**src/rtl/grc_pkg.sv**
```systemverilog
// Shared types, codes and constants of the grid raycast column renderer.
// Holds the quarter-wave sine table, glyph codes and the controller/datapath
// interface. Depends on nothing.
package grc_pkg;

	// Map geometry is fixed: 16x16 tiles, four 64-bit configuration words.
	localparam int MAP_SIZE   = 16;
	localparam int CFG_W      = 64;
	localparam int CFG_IDX_W  = 2;

	localparam logic [CFG_IDX_W-1:0] REG_MAP_ROWS_0_TO_3   = 2'd0;
	localparam logic [CFG_IDX_W-1:0] REG_MAP_ROWS_4_TO_7   = 2'd1;
	localparam logic [CFG_IDX_W-1:0] REG_MAP_ROWS_8_TO_11  = 2'd2;
	localparam logic [CFG_IDX_W-1:0] REG_MAP_ROWS_12_TO_15 = 2'd3;

	// Glyph codes.
	localparam logic [7:0] G_SPACE = 8'd32;
	localparam logic [7:0] G_FULL  = 8'd219;
	localparam logic [7:0] G_DARK  = 8'd178;
	localparam logic [7:0] G_MED   = 8'd177;
	localparam logic [7:0] G_LIGHT = 8'd176;
	localparam logic [7:0] G_HASH  = 8'd35;
	localparam logic [7:0] G_X     = 8'd120;
	localparam logic [7:0] G_DOT   = 8'd46;
	localparam logic [7:0] G_DASH  = 8'd45;

	// tan(0.007) in Q16.
	localparam logic [8:0] EDGE_TAN_Q16 = 9'd459;

	// Datapath operation codes.
	localparam logic [3:0] OP_NONE = 4'd0;
	localparam logic [3:0] OP_LOAD = 4'd1;
	localparam logic [3:0] OP_TRIG = 4'd2;
	localparam logic [3:0] OP_INIT = 4'd3;
	localparam logic [3:0] OP_STEP = 4'd4;
	localparam logic [3:0] OP_VEC  = 4'd5;
	localparam logic [3:0] OP_SQ   = 4'd6;
	localparam logic [3:0] OP_D2   = 4'd7;
	localparam logic [3:0] OP_SEL  = 4'd8;
	localparam logic [3:0] OP_DOT  = 4'd9;
	localparam logic [3:0] OP_CRS  = 4'd10;
	localparam logic [3:0] OP_ABS  = 4'd11;
	localparam logic [3:0] OP_TAN  = 4'd12;
	localparam logic [3:0] OP_PREP = 4'd13;
	localparam logic [3:0] OP_EMIT = 4'd14;

	typedef struct packed {
		logic [3:0] op;
		logic [1:0] k;     // corner under work, {dx, dy}
	} cmd_t;

	typedef struct packed {
		logic step_out;    // the new test point left the map
		logic step_wall;   // the new test point sits in a wall tile
		logic step_last;   // the step just taken reaches the depth limit
		logic k_excl;      // corner k is the farthest one and is skipped
		logic edge_pass;   // corner k lies within the angular bound
		logic out_free;    // the output register can take a word
		logic last_y;      // the row counter is at the bottom row
	} status_t;

	// Quarter-wave sine, Q1.14, one entry per 16 phase units.
	localparam logic [14:0] QSIN [65] = '{
		15'd0,     15'd402,   15'd804,   15'd1205,  15'd1606,  15'd2006,  15'd2404,
		15'd2801,  15'd3196,  15'd3590,  15'd3981,  15'd4370,  15'd4756,  15'd5139,
		15'd5520,  15'd5897,  15'd6270,  15'd6639,  15'd7005,  15'd7366,  15'd7723,
		15'd8076,  15'd8423,  15'd8765,  15'd9102,  15'd9434,  15'd9760,  15'd10080,
		15'd10394, 15'd10702, 15'd11003, 15'd11297, 15'd11585, 15'd11866, 15'd12140,
		15'd12406, 15'd12665, 15'd12916, 15'd13160, 15'd13395, 15'd13623, 15'd13842,
		15'd14053, 15'd14256, 15'd14449, 15'd14635, 15'd14811, 15'd14978, 15'd15137,
		15'd15286, 15'd15426, 15'd15557, 15'd15679, 15'd15791, 15'd15893, 15'd15986,
		15'd16069, 15'd16143, 15'd16207, 15'd16261, 15'd16305, 15'd16340, 15'd16364,
		15'd16379, 15'd16384
	};

	// Sine of a 12-bit phase, interpolated, rounded half up, Q1.14.
	function automatic logic signed [15:0] sin_q14(input logic [11:0] ph);
		logic [1:0]  q;
		logic [10:0] r;
		logic [6:0]  i;
		logic [3:0]  f;
		logic [14:0] a;
		logic [14:0] b;
		logic [8:0]  diff;
		logic [13:0] t;
		logic [14:0] v;
		q = ph[11:10];
		r = q[0] ? (11'd1024 - {1'b0, ph[9:0]}) : {1'b0, ph[9:0]};
		i = r[10:4];
		f = r[3:0];
		if (i >= 7'd64) begin
			v = QSIN[64];
		end else begin
			a = QSIN[i];
			b = QSIN[i + 7'd1];
			diff = 9'(b - a);
			t = {5'b0, diff} * {10'b0, f} + 14'd8;
			v = a + 15'(t[13:4]);
		end
		return q[1] ? -$signed({1'b0, v}) : $signed({1'b0, v});
	endfunction

endpackage

```
**src/rtl/grc_ctrl.sv**
```systemverilog
// Controller of the column renderer: sequences trig setup, ray march,
// corner test and row emission. Depends on grc_pkg.
module grc_ctrl (
	input  logic             clk,
	input  logic             arst_n,
	input  logic             in_valid,
	output logic             in_ready,
	input  grc_pkg::status_t st,
	output grc_pkg::cmd_t    cmd
);

	localparam logic [3:0] S_IDLE = 4'd0;
	localparam logic [3:0] S_TRIG = 4'd1;
	localparam logic [3:0] S_INIT = 4'd2;
	localparam logic [3:0] S_STEP = 4'd3;
	localparam logic [3:0] S_VEC  = 4'd4;
	localparam logic [3:0] S_SQ   = 4'd5;
	localparam logic [3:0] S_D2   = 4'd6;
	localparam logic [3:0] S_SEL  = 4'd7;
	localparam logic [3:0] S_CHK  = 4'd8;
	localparam logic [3:0] S_VEC2 = 4'd9;
	localparam logic [3:0] S_DOT  = 4'd10;
	localparam logic [3:0] S_CRS  = 4'd11;
	localparam logic [3:0] S_ABS  = 4'd12;
	localparam logic [3:0] S_TAN  = 4'd13;
	localparam logic [3:0] S_PREP = 4'd14;
	localparam logic [3:0] S_ROWS = 4'd15;

	logic [3:0] state_q, state_d;
	logic [1:0] k_q, k_d;

	assign in_ready = (state_q == S_IDLE);

	always_comb begin
		state_d = state_q;
		k_d = k_q;
		cmd.op = grc_pkg::OP_NONE;
		cmd.k = k_q;
		unique case (state_q)
			S_IDLE: begin
				if (in_valid) begin
					cmd.op = grc_pkg::OP_LOAD;
					state_d = S_TRIG;
				end
			end
			S_TRIG: begin
				cmd.op = grc_pkg::OP_TRIG;
				state_d = S_INIT;
			end
			S_INIT: begin
				cmd.op = grc_pkg::OP_INIT;
				state_d = S_STEP;
			end
			S_STEP: begin
				cmd.op = grc_pkg::OP_STEP;
				if (st.step_out) begin
					state_d = S_PREP;
				end else if (st.step_wall) begin
					k_d = 2'd0;
					state_d = S_VEC;
				end else if (st.step_last) begin
					state_d = S_PREP;
				end
			end
			S_VEC: begin
				cmd.op = grc_pkg::OP_VEC;
				state_d = S_SQ;
			end
			S_SQ: begin
				cmd.op = grc_pkg::OP_SQ;
				state_d = S_D2;
			end
			S_D2: begin
				cmd.op = grc_pkg::OP_D2;
				if (k_q == 2'd3) begin
					state_d = S_SEL;
				end else begin
					k_d = k_q + 2'd1;
					state_d = S_VEC;
				end
			end
			S_SEL: begin
				cmd.op = grc_pkg::OP_SEL;
				k_d = 2'd0;
				state_d = S_CHK;
			end
			S_CHK: begin
				if (!st.k_excl) begin
					state_d = S_VEC2;
				end else if (k_q == 2'd3) begin
					state_d = S_PREP;
				end else begin
					k_d = k_q + 2'd1;
				end
			end
			S_VEC2: begin
				cmd.op = grc_pkg::OP_VEC;
				state_d = S_DOT;
			end
			S_DOT: begin
				cmd.op = grc_pkg::OP_DOT;
				state_d = S_CRS;
			end
			S_CRS: begin
				cmd.op = grc_pkg::OP_CRS;
				state_d = S_ABS;
			end
			S_ABS: begin
				cmd.op = grc_pkg::OP_ABS;
				state_d = S_TAN;
			end
			S_TAN: begin
				cmd.op = grc_pkg::OP_TAN;
				if (st.edge_pass || k_q == 2'd3) begin
					state_d = S_PREP;
				end else begin
					k_d = k_q + 2'd1;
					state_d = S_CHK;
				end
			end
			S_PREP: begin
				cmd.op = grc_pkg::OP_PREP;
				state_d = S_ROWS;
			end
			S_ROWS: begin
				if (st.out_free) begin
					cmd.op = grc_pkg::OP_EMIT;
					if (st.last_y) begin
						state_d = S_IDLE;
					end
				end
			end
			default: begin
				state_d = S_IDLE;
			end
		endcase
	end

	always_ff @(posedge clk or negedge arst_n) begin
		if (!arst_n) begin
			state_q <= S_IDLE;
			k_q <= 2'd0;
		end else begin
			state_q <= state_d;
			k_q <= k_d;
		end
	end

endmodule

```
**src/rtl/grc_dp.sv**
```systemverilog
// Datapath of the column renderer: map registers, ray march accumulators,
// corner test multipliers and the output word register. Depends on grc_pkg.
module grc_dp #(
	parameter int SCREEN_WIDTH  = 120,
	parameter int SCREEN_HEIGHT = 40,
	parameter int MAX_DEPTH     = 16
) (
	input  logic                           clk,
	input  logic                           arst_n,
	input  logic                           cfg_we,
	input  logic [grc_pkg::CFG_IDX_W-1:0]  cfg_index,
	input  logic [grc_pkg::CFG_W-1:0]      cfg_wdata,
	input  logic [15:0]                    player_x,
	input  logic [15:0]                    player_y,
	input  logic [11:0]                    player_angle,
	input  logic [6:0]                     column,
	input  grc_pkg::cmd_t                  cmd,
	output grc_pkg::status_t               st,
	output logic                           out_valid,
	input  logic                           out_ready,
	output logic [5:0]                     row,
	output logic [7:0]                     glyph,
	output logic [5:0]                     distance_steps,
	output logic                           edge_seen,
	output logic                           last_row
);

	localparam int MAXN = 2 * MAX_DEPTH;
	localparam int NW   = $clog2(MAXN + 1);
	localparam int NE   = 2 ** NW;
	localparam int C    = $clog2(MAXN);
	localparam int TW   = ((15 + C > 19) ? 15 + C : 19) + 2;
	localparam int YW   = $clog2(SCREEN_HEIGHT);
	localparam int CW   = $clog2(SCREEN_HEIGHT) + 3;

	localparam logic [NW-1:0] MAXN_V = NW'(MAXN);
	localparam logic [YW-1:0] YLAST  = YW'(SCREEN_HEIGHT - 1);
	localparam logic [9:0]    MD10   = 10'(MAX_DEPTH);
	localparam logic [15:0]   H1     = 16'(SCREEN_HEIGHT);
	localparam logic [15:0]   H3     = 16'(3 * SCREEN_HEIGHT);
	localparam logic [15:0]   H9     = 16'(9 * SCREEN_HEIGHT);

	// Column to phase offset and distance to ceiling tables, built at elaboration.
	logic [11:0]          col_off [128];
	logic signed [CW-1:0] ceil_tab [NE];

	for (genvar i = 0; i < 128; i++) begin : g_off
		localparam int OFF = (i * 512) / SCREEN_WIDTH;
		assign col_off[i] = 12'(OFF);
	end

	for (genvar j = 0; j < NE; j++) begin : g_ceil
		if (j == 0) begin : g_zero
			assign ceil_tab[j] = '0;
		end else begin : g_val
			localparam int CV = (SCREEN_HEIGHT * j - 4 * SCREEN_HEIGHT) / (2 * j);
			assign ceil_tab[j] = CW'(CV);
		end
	end

	logic [63:0]          map_q [4];
	logic [15:0]          px_q, py_q;
	logic [11:0]          ph_q;
	logic signed [15:0]   ex_q, ey_q;
	logic signed [TW-1:0] tx_q, ty_q;
	logic [NW-1:0]        n_q;
	logic [3:0]           cx_q, cy_q;
	logic signed [17:0]   vx_q, vy_q;
	logic signed [35:0]   prod0_q, prod1_q;
	logic [36:0]          d2_q [4];
	logic [1:0]           excl_q;
	logic signed [36:0]   dot_q;
	logic [35:0]          crs_q;
	logic                 edge_q;
	logic signed [CW-1:0] ceil_q, floor_q;
	logic [7:0]           shade_q;
	logic [YW-1:0]        y_q;
	logic                 out_valid_q;
	logic [5:0]           row_q;
	logic [7:0]           glyph_q;
	logic [5:0]           dist_q;
	logic                 edge_out_q;
	logic                 last_q;

	// March step.
	logic signed [TW-1:0] tx_nx, ty_nx;
	logic                 nx_out;
	logic [3:0]           tcx, tcy;
	logic [63:0]          wword;
	logic                 nx_wall;

	assign tx_nx = tx_q + TW'(ex_q);
	assign ty_nx = ty_q + TW'(ey_q);
	assign nx_out = tx_nx[TW-1] || ty_nx[TW-1] || (|tx_nx[TW-2:19]) || (|ty_nx[TW-2:19]);
	assign tcx = tx_nx[18:15];
	assign tcy = ty_nx[18:15];
	assign wword = map_q[tcy[3:2]];
	assign nx_wall = wword[{tcy[1:0], tcx}];

	// Corner vector of corner k.
	logic [4:0]         ccx, ccy;
	logic signed [17:0] vx_c, vy_c;

	assign ccx = {1'b0, cx_q} + {4'b0, cmd.k[1]};
	assign ccy = {1'b0, cy_q} + {4'b0, cmd.k[0]};
	assign vx_c = $signed({1'b0, ccx, 12'b0}) - $signed({2'b0, px_q});
	assign vy_c = $signed({1'b0, ccy, 12'b0}) - $signed({2'b0, py_q});

	// Shared multiplier pair.
	logic signed [17:0] ma0, mb0, ma1, mb1;

	always_comb begin
		ma0 = vx_q;
		mb0 = vx_q;
		ma1 = vy_q;
		mb1 = vy_q;
		if (cmd.op == grc_pkg::OP_DOT) begin
			ma0 = 18'(ex_q);
			mb0 = vx_q;
			ma1 = 18'(ey_q);
			mb1 = vy_q;
		end else if (cmd.op == grc_pkg::OP_CRS) begin
			ma0 = 18'(ex_q);
			mb0 = vy_q;
			ma1 = 18'(ey_q);
			mb1 = vx_q;
		end
	end

	// Farthest corner; ties go to the later corner.
	logic [36:0] best;
	logic [1:0]  best_k;

	always_comb begin
		best = d2_q[0];
		best_k = 2'd0;
		for (int i = 1; i < 4; i++) begin
			if (d2_q[i] >= best) begin
				best = d2_q[i];
				best_k = 2'(i);
			end
		end
	end

	// Angular bound test.
	function automatic logic [44:0] EDGE_TAN_MUL(input logic [35:0] d);
		return {36'b0, grc_pkg::EDGE_TAN_Q16} * {9'b0, d};
	endfunction

	logic signed [36:0] cdiff;
	logic [51:0]        tan_rhs;
	logic [51:0]        tan_lhs;

	assign cdiff = 37'(prod0_q) - 37'(prod1_q);
	assign tan_rhs = 52'(EDGE_TAN_MUL(dot_q[35:0]));
	assign tan_lhs = {crs_q[35:0], 16'b0};

	// Shade of the wall for this distance.
	logic [9:0] n10;
	logic [7:0] shade_c;

	assign n10 = 10'(n_q);

	always_comb begin
		priority if ((n10 << 1) <= MD10) begin
			shade_c = grc_pkg::G_FULL;
		end else if (n10 + (n10 << 1) <= (MD10 << 1)) begin
			shade_c = grc_pkg::G_DARK;
		end else if (n10 <= MD10) begin
			shade_c = grc_pkg::G_MED;
		end else if (n10 + (n10 << 1) <= (MD10 << 2)) begin
			shade_c = grc_pkg::G_LIGHT;
		end else begin
			shade_c = grc_pkg::G_SPACE;
		end
	end

	// Glyph of row y.
	logic signed [CW-1:0] ys;
	logic [15:0]          rem;
	logic [7:0]           glyph_c;

	assign ys = $signed({1'b0, (CW-1)'(y_q)});
	assign rem = H1 - 16'(y_q);

	always_comb begin
		priority if (ys < ceil_q) begin
			glyph_c = grc_pkg::G_SPACE;
		end else if (ys > ceil_q && ys <= floor_q) begin
			glyph_c = shade_q;
		end else if ((rem << 3) < H1) begin
			glyph_c = grc_pkg::G_HASH;
		end else if ((rem << 2) < H1) begin
			glyph_c = grc_pkg::G_X;
		end else if ((rem << 3) < H3) begin
			glyph_c = grc_pkg::G_DOT;
		end else if ((rem << 4) + (rem << 2) < H9) begin
			glyph_c = grc_pkg::G_DASH;
		end else begin
			glyph_c = grc_pkg::G_SPACE;
		end
	end

	assign st.step_out = nx_out;
	assign st.step_wall = nx_wall;
	assign st.step_last = ((n_q + NW'(1)) == MAXN_V);
	assign st.k_excl = (excl_q == cmd.k);
	assign st.edge_pass = (dot_q > 37'sd0) && (tan_lhs < tan_rhs);
	assign st.out_free = !out_valid_q || out_ready;
	assign st.last_y = (y_q == YLAST);

	// Configuration registers.
	always_ff @(posedge clk or negedge arst_n) begin
		if (!arst_n) begin
			for (int i = 0; i < 4; i++) begin
				map_q[i] <= '0;
			end
		end else if (cfg_we) begin
			unique case (cfg_index)
				grc_pkg::REG_MAP_ROWS_0_TO_3:   map_q[0] <= cfg_wdata;
				grc_pkg::REG_MAP_ROWS_4_TO_7:   map_q[1] <= cfg_wdata;
				grc_pkg::REG_MAP_ROWS_8_TO_11:  map_q[2] <= cfg_wdata;
				grc_pkg::REG_MAP_ROWS_12_TO_15: map_q[3] <= cfg_wdata;
			endcase
		end
	end

	// Working registers.
	always_ff @(posedge clk) begin
		unique case (cmd.op)
			grc_pkg::OP_LOAD: begin
				px_q <= player_x;
				py_q <= player_y;
				ph_q <= player_angle - 12'd256 + col_off[column];
			end
			grc_pkg::OP_TRIG: begin
				ex_q <= grc_pkg::sin_q14(ph_q);
				ey_q <= grc_pkg::sin_q14(ph_q + 12'd1024);
			end
			grc_pkg::OP_INIT: begin
				tx_q <= TW'({px_q, 3'b000});
				ty_q <= TW'({py_q, 3'b000});
				n_q <= '0;
				edge_q <= 1'b0;
			end
			grc_pkg::OP_STEP: begin
				tx_q <= tx_nx;
				ty_q <= ty_nx;
				cx_q <= tcx;
				cy_q <= tcy;
				n_q <= nx_out ? MAXN_V : n_q + NW'(1);
			end
			grc_pkg::OP_VEC: begin
				vx_q <= vx_c;
				vy_q <= vy_c;
			end
			grc_pkg::OP_SQ, grc_pkg::OP_DOT: begin
				prod0_q <= ma0 * mb0;
				prod1_q <= ma1 * mb1;
			end
			grc_pkg::OP_D2: begin
				d2_q[cmd.k] <= 37'(prod0_q) + 37'(prod1_q);
			end
			grc_pkg::OP_SEL: begin
				excl_q <= best_k;
			end
			grc_pkg::OP_CRS: begin
				dot_q <= 37'(prod0_q) + 37'(prod1_q);
				prod0_q <= ma0 * mb0;
				prod1_q <= ma1 * mb1;
			end
			grc_pkg::OP_ABS: begin
				crs_q <= cdiff[36] ? 36'(-cdiff) : 36'(cdiff);
			end
			grc_pkg::OP_TAN: begin
				if (st.edge_pass) begin
					edge_q <= 1'b1;
				end
			end
			grc_pkg::OP_PREP: begin
				ceil_q <= ceil_tab[n_q];
				floor_q <= CW'(SCREEN_HEIGHT) - ceil_tab[n_q];
				shade_q <= shade_c;
				y_q <= '0;
			end
			grc_pkg::OP_EMIT: begin
				row_q <= 6'(y_q);
				glyph_q <= edge_q && (ys > ceil_q && ys <= floor_q) ? grc_pkg::G_SPACE
					: glyph_c;
				dist_q <= 6'(n_q);
				edge_out_q <= edge_q;
				last_q <= (y_q == YLAST);
				y_q <= y_q + YW'(1);
			end
			default: begin
			end
		endcase
	end

	always_ff @(posedge clk or negedge arst_n) begin
		if (!arst_n) begin
			out_valid_q <= 1'b0;
		end else if (cmd.op == grc_pkg::OP_EMIT) begin
			out_valid_q <= 1'b1;
		end else if (out_ready) begin
			out_valid_q <= 1'b0;
		end
	end

	assign out_valid = out_valid_q;
	assign row = row_q;
	assign glyph = glyph_q;
	assign distance_steps = dist_q;
	assign edge_seen = edge_out_q;
	assign last_row = last_q;

endmodule

```
**src/rtl/grid_raycast_column_renderer_core.sv**
```systemverilog
// Top level of the grid raycast column renderer.
// Joins the controller (grc_ctrl) and the datapath (grc_dp); uses grc_pkg.
//
// One input word names a player position, view angle and screen column; the
// block casts that column's ray through the 16x16 wall map held in the four
// configuration registers and then returns SCREEN_HEIGHT output words, one
// per screen row, top first, with last_row marking the bottom row. A column
// is set up in the load, trig and init states, then marches one half-unit
// step per cycle, at most 2*MAX_DEPTH steps. On a wall hit it ranks the four
// tile corners by distance and checks up to 3 corners, skipping the farthest;
// each check forms the corner vector, dot and cross products, the cross
// product's magnitude and the tangent test, and the checks end at the first
// corner that lies on the ray. Ranking and checks share a single multiplier
// pair. The row data is then prepared, and the rows leave at one word per
// cycle while the consumer keeps out_ready high. A new input word is taken as
// soon as the last row word has been loaded into the output register, so the
// next column starts while that word still waits to be taken. Configuration
// is written through a plain write port with no wait state and no read-back,
// and must only be changed while the block is idle.
module grid_raycast_column_renderer_core #(
	parameter int SCREEN_WIDTH  = 120,
	parameter int SCREEN_HEIGHT = 40,
	parameter int MAX_DEPTH     = 16
) (
	input  logic                           clk,
	input  logic                           arst_n,
	input  logic                           cfg_we,
	input  logic [grc_pkg::CFG_IDX_W-1:0]  cfg_index,
	input  logic [grc_pkg::CFG_W-1:0]      cfg_wdata,
	input  logic                           in_valid,
	output logic                           in_ready,
	input  logic [15:0]                    player_x,
	input  logic [15:0]                    player_y,
	input  logic [11:0]                    player_angle,
	input  logic [6:0]                     column,
	output logic                           out_valid,
	input  logic                           out_ready,
	output logic [5:0]                     row,
	output logic [7:0]                     glyph,
	output logic [5:0]                     distance_steps,
	output logic                           edge_seen,
	output logic                           last_row
);

	// Commands flow from the controller to the datapath, status flows back.
	grc_pkg::cmd_t    cmd;
	grc_pkg::status_t st;

	grc_ctrl u_ctrl (
		.clk      (clk),
		.arst_n   (arst_n),
		.in_valid (in_valid),
		.in_ready (in_ready),
		.st       (st),
		.cmd      (cmd)
	);

	// The datapath owns the map registers and the output word register.
	grc_dp #(
		.SCREEN_WIDTH  (SCREEN_WIDTH),
		.SCREEN_HEIGHT (SCREEN_HEIGHT),
		.MAX_DEPTH     (MAX_DEPTH)
	) u_dp (
		.clk            (clk),
		.arst_n         (arst_n),
		.cfg_we         (cfg_we),
		.cfg_index      (cfg_index),
		.cfg_wdata      (cfg_wdata),
		.player_x       (player_x),
		.player_y       (player_y),
		.player_angle   (player_angle),
		.column         (column),
		.cmd            (cmd),
		.st             (st),
		.out_valid      (out_valid),
		.out_ready      (out_ready),
		.row            (row),
		.glyph          (glyph),
		.distance_steps (distance_steps),
		.edge_seen      (edge_seen),
		.last_row       (last_row)
	);

endmodule

```
**config.mk**
```make
export PLATFORM = sky130hd
export DESIGN_NAME = grid_raycast_column_renderer_core
export DESIGN_NICKNAME = d
export VERILOG_FILES = /design/src/rtl/grc_pkg.sv /design/src/rtl/grc_ctrl.sv /design/src/rtl/grc_dp.sv /design/src/rtl/grid_raycast_column_renderer_core.sv
export SDC_FILE = /design/constraint.sdc
export NUM_CORES = 2
export LEC_CHECK = 0
export ABC_CLOCK_PERIOD_IN_PS = 10100
export BUFFER_PORTS_ARGS = -buffer_cell sky130_fd_sc_hd__buf_2
export CAP_MARGIN = 10
export CORE_MARGIN = 8
export CORE_UTILIZATION = 40
export DETAILED_ROUTE_END_ITERATION = 7
export PLACE_DENSITY_LB_ADDON = 0.2
export RECOVER_POWER = 100
export SLEW_MARGIN = 10
export SYNTH_ARGS = -nofsm -noshare
export SYNTH_HDL_FRONTEND = slang
export SYNTH_HIERARCHICAL = 1
export SYNTH_SLANG_ARGS = --single-unit
```
**constraint.sdc**
```tcl
create_clock -name clk -period 10.1 [get_ports clk]
set_clock_uncertainty 0.05 [all_clocks]
set_input_delay 1.515 -clock clk [delete_from_list [all_inputs] [get_ports clk]]
set_output_delay 1.515 -clock clk [all_outputs]
set_load 0.005 [all_outputs]
```
=== Word-level counts from Yosys, hierarchy flattened ===
Memories as Yosys holds them, arrays and structs flattened.
Index checks and enable logic that the tools add are counted.

* Bits in writable memories: 148
* Memories kept: 7
* Logic and storage cells: 269
* Register bits: 635
* Memory bits (read-only): 9,792

{| class="wikitable"
|+ Memories
! memory !! depth !! width !! rd ports !! clocked after Yosys merged registers in !! write ports !! RTL line !! text
|-
| (no name shown) || 128 || 15 || 1 || 0 || 0 || grc_pkg.sv:94 || <nowiki>a = QSIN[i];</nowiki>
|-
| (no name shown) || 128 || 15 || 1 || 0 || 0 || grc_pkg.sv:95 || <nowiki>b = QSIN[i + 7'd1];</nowiki>
|-
| (no name shown) || 128 || 15 || 1 || 0 || 0 || grc_pkg.sv:94 ||
|-
| (no name shown) || 128 || 15 || 1 || 0 || 0 || grc_pkg.sv:95 ||
|-
| (no name shown) || 128 || 12 || 1 || 0 || 0 || grc_dp.sv:234 || <nowiki>ph_q <= player_angle - 12'd256 + col_off[column];</nowiki>
|-
| (no name shown) || 64 || 9 || 1 || 0 || 0 || grc_dp.sv:281 || <nowiki>ceil_q <= ceil_tab[n_q];</nowiki>
|-
| +1 memories || - || - || - || - || - || - ||
|}

* $add $sub $neg: 31
* Reduce and logical (&&, ||, !) cells: 31
* $mul: 5
* Bitwise logic cells: 7
* Equality and inequality tests: 46
* Mux-type cells: 77
* Magnitude comparators: 26

{| class="wikitable"
|+ Operators with widths
! operator !! number
|-
| $mux W15 || 10
|-
| $mux W18 || 8
|-
| $bmux W64 S2 || 1
|-
| $mux W64 || 2
|-
| $ge A37 B37 Y1 || 3
|-
| $pmux W22 S2 || 2
|-
| $mux W37 || 2
|-
| $mul A18 B18 Y36 || 2
|-
| $pmux W4 S16 || 1
|-
| $eq A4 B4 Y1 const B || 15
|-
| $pmux W4 S14 || 1
|-
| $mux W9 || 6
|-
| $lt A52 B45 Y1 || 1
|-
| $mul A9 B36 Y45 const A || 1
|-
| $add A22 B16 Y22 || 2
|-
| $ge A8 B8 Y1 const B || 5
|-
| $mux W4 || 10
|-
| $mux W8 || 5
|-
| $not A7 Y8 || 5
|-
| $add A36 B36 Y37 || 1
|-
| $gt A37 B1 Y1 const B || 1
|-
| $sub A36 B36 Y37 || 1
|-
| $mux W36 || 1
|-
| $neg A36 Y36 || 1
|-
| other kinds (66) || 136
|}

=== Depth between registers and ports, before layout ===
* Word-level depth: 16
* Gate-level depth with buffers: 51

=== By module ===
The synthesis kept the hierarchy.

{| class="wikitable"
|+ Modules (own cells, without submodules)
! module !! seq. area each (um^2) !! times used !! area an instance (um^2) !! cells each
|-
| grc_dp || 21,866.0 || 1 || 82,265.1 || 8,224
|-
| grc_ctrl || 150.1 || 1 || 693.2 || 89
|}

=== Worst setup path after synthesis ===
No wires, ideal clock.

* Path kind: input port to flip-flop
* Start: in out_ready
* End: reg u_dp.prod0_q[32], data pin
* Setup slack: -0.880 ns
* Required time: 9.787 ns
* Path buffers: 4
* Cell stages on the path: 31
* Arrival: 10.667 ns
* Library setup time: 0.263 ns
* Cell sequence: nand2b_1 > inv_1 > o21ai_0 > nand2_1 > a31oi_1 > clkbuf_1 > nand2b_1 > clkbuf_1 > nor2_1 > clkbuf_1 > clkbuf_1 > mux2i_1 > nor2_1 > fa_1 > fa_1 > inv_1 > fa_1 > fa_1 > fa_1 > inv_1 > fa_1 > ha_1 > or3_1 > nor3_1 > o21ai_0 > and3b_1 > nor4_1 > o311ai_0 > a311o_1 > a21oi_1 > xnor2_1

{| class="wikitable"
|+ RTL lines
! item !! RTL line !! text
|-
| start, declared || grid_raycast_column_renderer_core.sv:37 || <nowiki>input logic out_ready,</nowiki>
|-
| end signal, assigned || grc_dp.sv:258 || <nowiki>prod0_q <= ma0 * mb0;</nowiki>
|-
| end signal, assigned || grc_dp.sv:269 || <nowiki>prod0_q <= ma0 * mb0;</nowiki>
|-
| end, declared || grc_dp.sv:69 || <nowiki>logic signed [35:0] prod0_q, prod1_q;</nowiki>
|}

==> results.yml <==
cells_and_area:
  seq_area_mm2: 0.0220
  drive_gt1_share_pct: 13.3
  multi_input_area_mm2: 0.0561
  nFillCells: 19800
  layout_common_cells: "inv_1, nand2_1, fa_1, ha_1, nor2_1"
  final_nets: 10400
  layout.cells.non_filler: 11400
  final_common_cell: "inv_1"
  syn_to_final_growth_pct: 11.5
clock_network:
  clock-sinks: 777
  clk_latency_ps: 750
  cts_root_buf: "clkbuf_16"
  cts_buffers: 91
  clk_pin_slew_worst_paths_ps: 60
  htree_levels: 3
  holdBufCountCts: 0
  cts_max_path_buffers: 3
  cts_tree: "done"
sta:
  period_minus_slack_ps: 9570
  drv_slew: 1146
  worstMarginPinSlew_ps: 6370
  fin_crit_sh_pct: 94.7
  slew_headroom_pct: -324
  timing.final.hold_violations: 0
  rsz0062_at_grt: "yes"
  max_freq_mhz: 105
  finalSetupViolations: 0
setup_path:
  required_ps: 10540
  worst_setup_path_end_kind: "flop"
  critPathLaunchType: "input port"
  arrival_ps: 10000
  cp_max_fo: 36
  cpMaxStageDelayCell: "fa_1"
  crit_buf_inv: 11
  critPathKind: "in2reg"
  max_stage_delay_ps: 590
  critPathTopFamily: "compound AO/OA/AOI/OAI gates"
floorplanning:
  ioPinCount: 146
  dieWidth_um: 471
  die_h_um: 471
  start_util_pct: 40.1
  coreArea_mm2: 0.207
  core.rowCount: 167
  dieArea_mm2: 0.222
synthesis:
  yosys_register_bits: 777
  yosysSeqAreaShare_pct: 26.5
  yosysWarnings: 6
  syn_avg_cell_area_um2: 9.98
  syn_nets: 10100
  synth_top_area_share_pct: 20.0
  synth_cell_types: 106
  synthesis.area_mm2: 0.0830
  synth_edf_count: 514
  ys.flop_type: "edfxtp_1"
  syn_inst: 8313
  synthTopCellsByArea: "fa_1, edfxtp_1, ha_1, dfrtp_1, inv_1"
  async_flop_share_pct: 33.8
  synth_top_area_cell: "fa_1"
global_routing:
  overflow: 0
  grt_pass1_vias: 63900
  grt_pass1_wl_um: 370000
  antenna_found_initial: 26
  grt_start_max_net_pins: 118
  track_usage_pct: 20.8
status:
  outcome: "finished with violations"
  violations: "max-capacitance violations, max-slew violations"
placement:
  numPlacedInstances: 11200
  globalplace.congestion: 0.933
  numPortBuffers: 145
  post-dp-hpwl_um: 189000
route:
  ant_nets: 0
  num_vias: 61900
  drt-pass1-iter-count: 6
  drc: 0
  routedWlPerCell_um: 20.6
  via_per_inst: 5.42
  drtIter0Drc: 4385
  routed_wl_um: 236000
worst_hold_path:
  min_path_type: "reg2reg"
run:
  cap_violations: 22
==> final timing paths <==
kind | start | endpoint | slack (ps) | cells past startpoint
max in group asynchronous | arst_n | u_dp/map_q[56]$_DFFE_PN0P_ | 2470 | 2
min in group asynchronous | arst_n | u_dp/map_q[148]$_DFFE_PN0P_ | 3100 | 1
worst max-delay path | out_ready | u_dp/prod1_q[32]$_DFFE_PP_ | 530 | 38
worst max register to register | u_dp/ph_q[0]$_DFFE_PN_ | u_dp/ey_q[13]$_DFFE_PN_ | 550 | 48
worst min register to register | u_dp/map_q[81]$_DFFE_PN0P_ | u_dp/map_q[81]$_DFFE_PN0P_ | 450 | 1
worst min-delay path | u_dp/map_q[81]$_DFFE_PN0P_ | u_dp/map_q[81]$_DFFE_PN0P_ | 450 | 1
==> cells in the mapped netlist (all sizes together) (33+ instances only) <==
| cell | count |
|---|---|
| nand2 | 857 |
| xor2 | 115 |
| and2 | 37 |
| o22ai | 39 |
| nor2b | 85 |
| nor3 | 128 |
| nand4 | 51 |
| o21bai | 60 |
| xnor2 | 297 |
| nor2 | 602 |
| nor4 | 34 |
| clkbuf | 254 |
| o21ai | 316 |
| a211oi | 75 |
| a21o | 143 |
| or2 | 41 |
| buf | 66 |
| inv | 1054 |
| edfxtp | 514 |
| fa | 830 |
| and3 | 38 |
| nand2b | 79 |
| o31ai | 33 |
| a31oi | 57 |
| mux2i | 140 |
| o21a | 54 |
| o211ai | 36 |
| dfrtp | 263 |
| mux2 | 334 |
| mux4 | 60 |
| ha | 799 |
| a21oi | 412 |
| nand3 | 89 |
==> metal layers <==
metal	part of all wire (%)	global-route usage [%]	up-vias
li1	-	-	29000
met1	45	28.3	31100
met2	47	34.8	1544
met3	5.4	3.23	318
met4	2.8	5.62	30
met5	0.079	0	-
==> repair_timing <==
item,4_1_cts,5_1_grt
setup buffers,0,8
setup endpoints to repair,0,14
gates resized for setup,0,47
==> kinds of logic (layout without fill, tap and decap cells) <==
group	after synthesis	in the layout	share of synthesized area [%]
other	0	11	0
adder cells (fa/ha/maj)	1630	1630	32.1
AND/OR/NAND/NOR	2125	2125	11.5
multiplexers	534	534	7.86
buffers and inverters	1382	1779	6.36
AO/OA/AOI/OAI	1453	1453	11.3
flip-flops	777	777	26.5
XOR/XNOR	412	413	4.37
==> stage by stage <==
stage | worst slack, ps | setup TNS (ps) | instance area [um^2] | hold WS [ps] | utilization [%]
finish | 533 | 0 | 92500 | 449 | 44.8
global route | -55.9 | -122 | 92500 | 462 | 44.8
CTS | 147 | 0 | 92400 | 452 | 44.7
detailed placement | -349 | -2310 | 89200 | 438 | 43.2
global placement | -374 | -2310 | 89200 | 432 | 43.2
floorplan | 16.4 | 0 | 83000 | 418 | -
==> flip-flops by register name, indices dropped and copies added, names as in the netlist, 18 cells and up <==
register	cells
u_dp/prod0_q	36
u_dp/map_q	256
u_dp/crs_q	36
u_dp/vx_q	18
u_dp/vy_q	18
u_dp/d2_q	148
u_dp/ty_q	22
u_dp/prod1_q	36
u_dp/dot_q	37
u_dp/tx_q	22
==> cell type report <==
class / count / area share, %
inverters: 1062 / 4.31
multi-input cells: 6155 / 60.6
clock buffers: 120 / 2.75
clock inverters: 51 / 0.729
repair buffers: 546 / 4.10
flip-flops and latches: 777 / 23.8
diodes: 11 / 0.0298
well taps: 2704 / 3.66
Power is not shown: default switching activity piles up to over one toggle a cycle in this logic, so the estimate is an artifact.
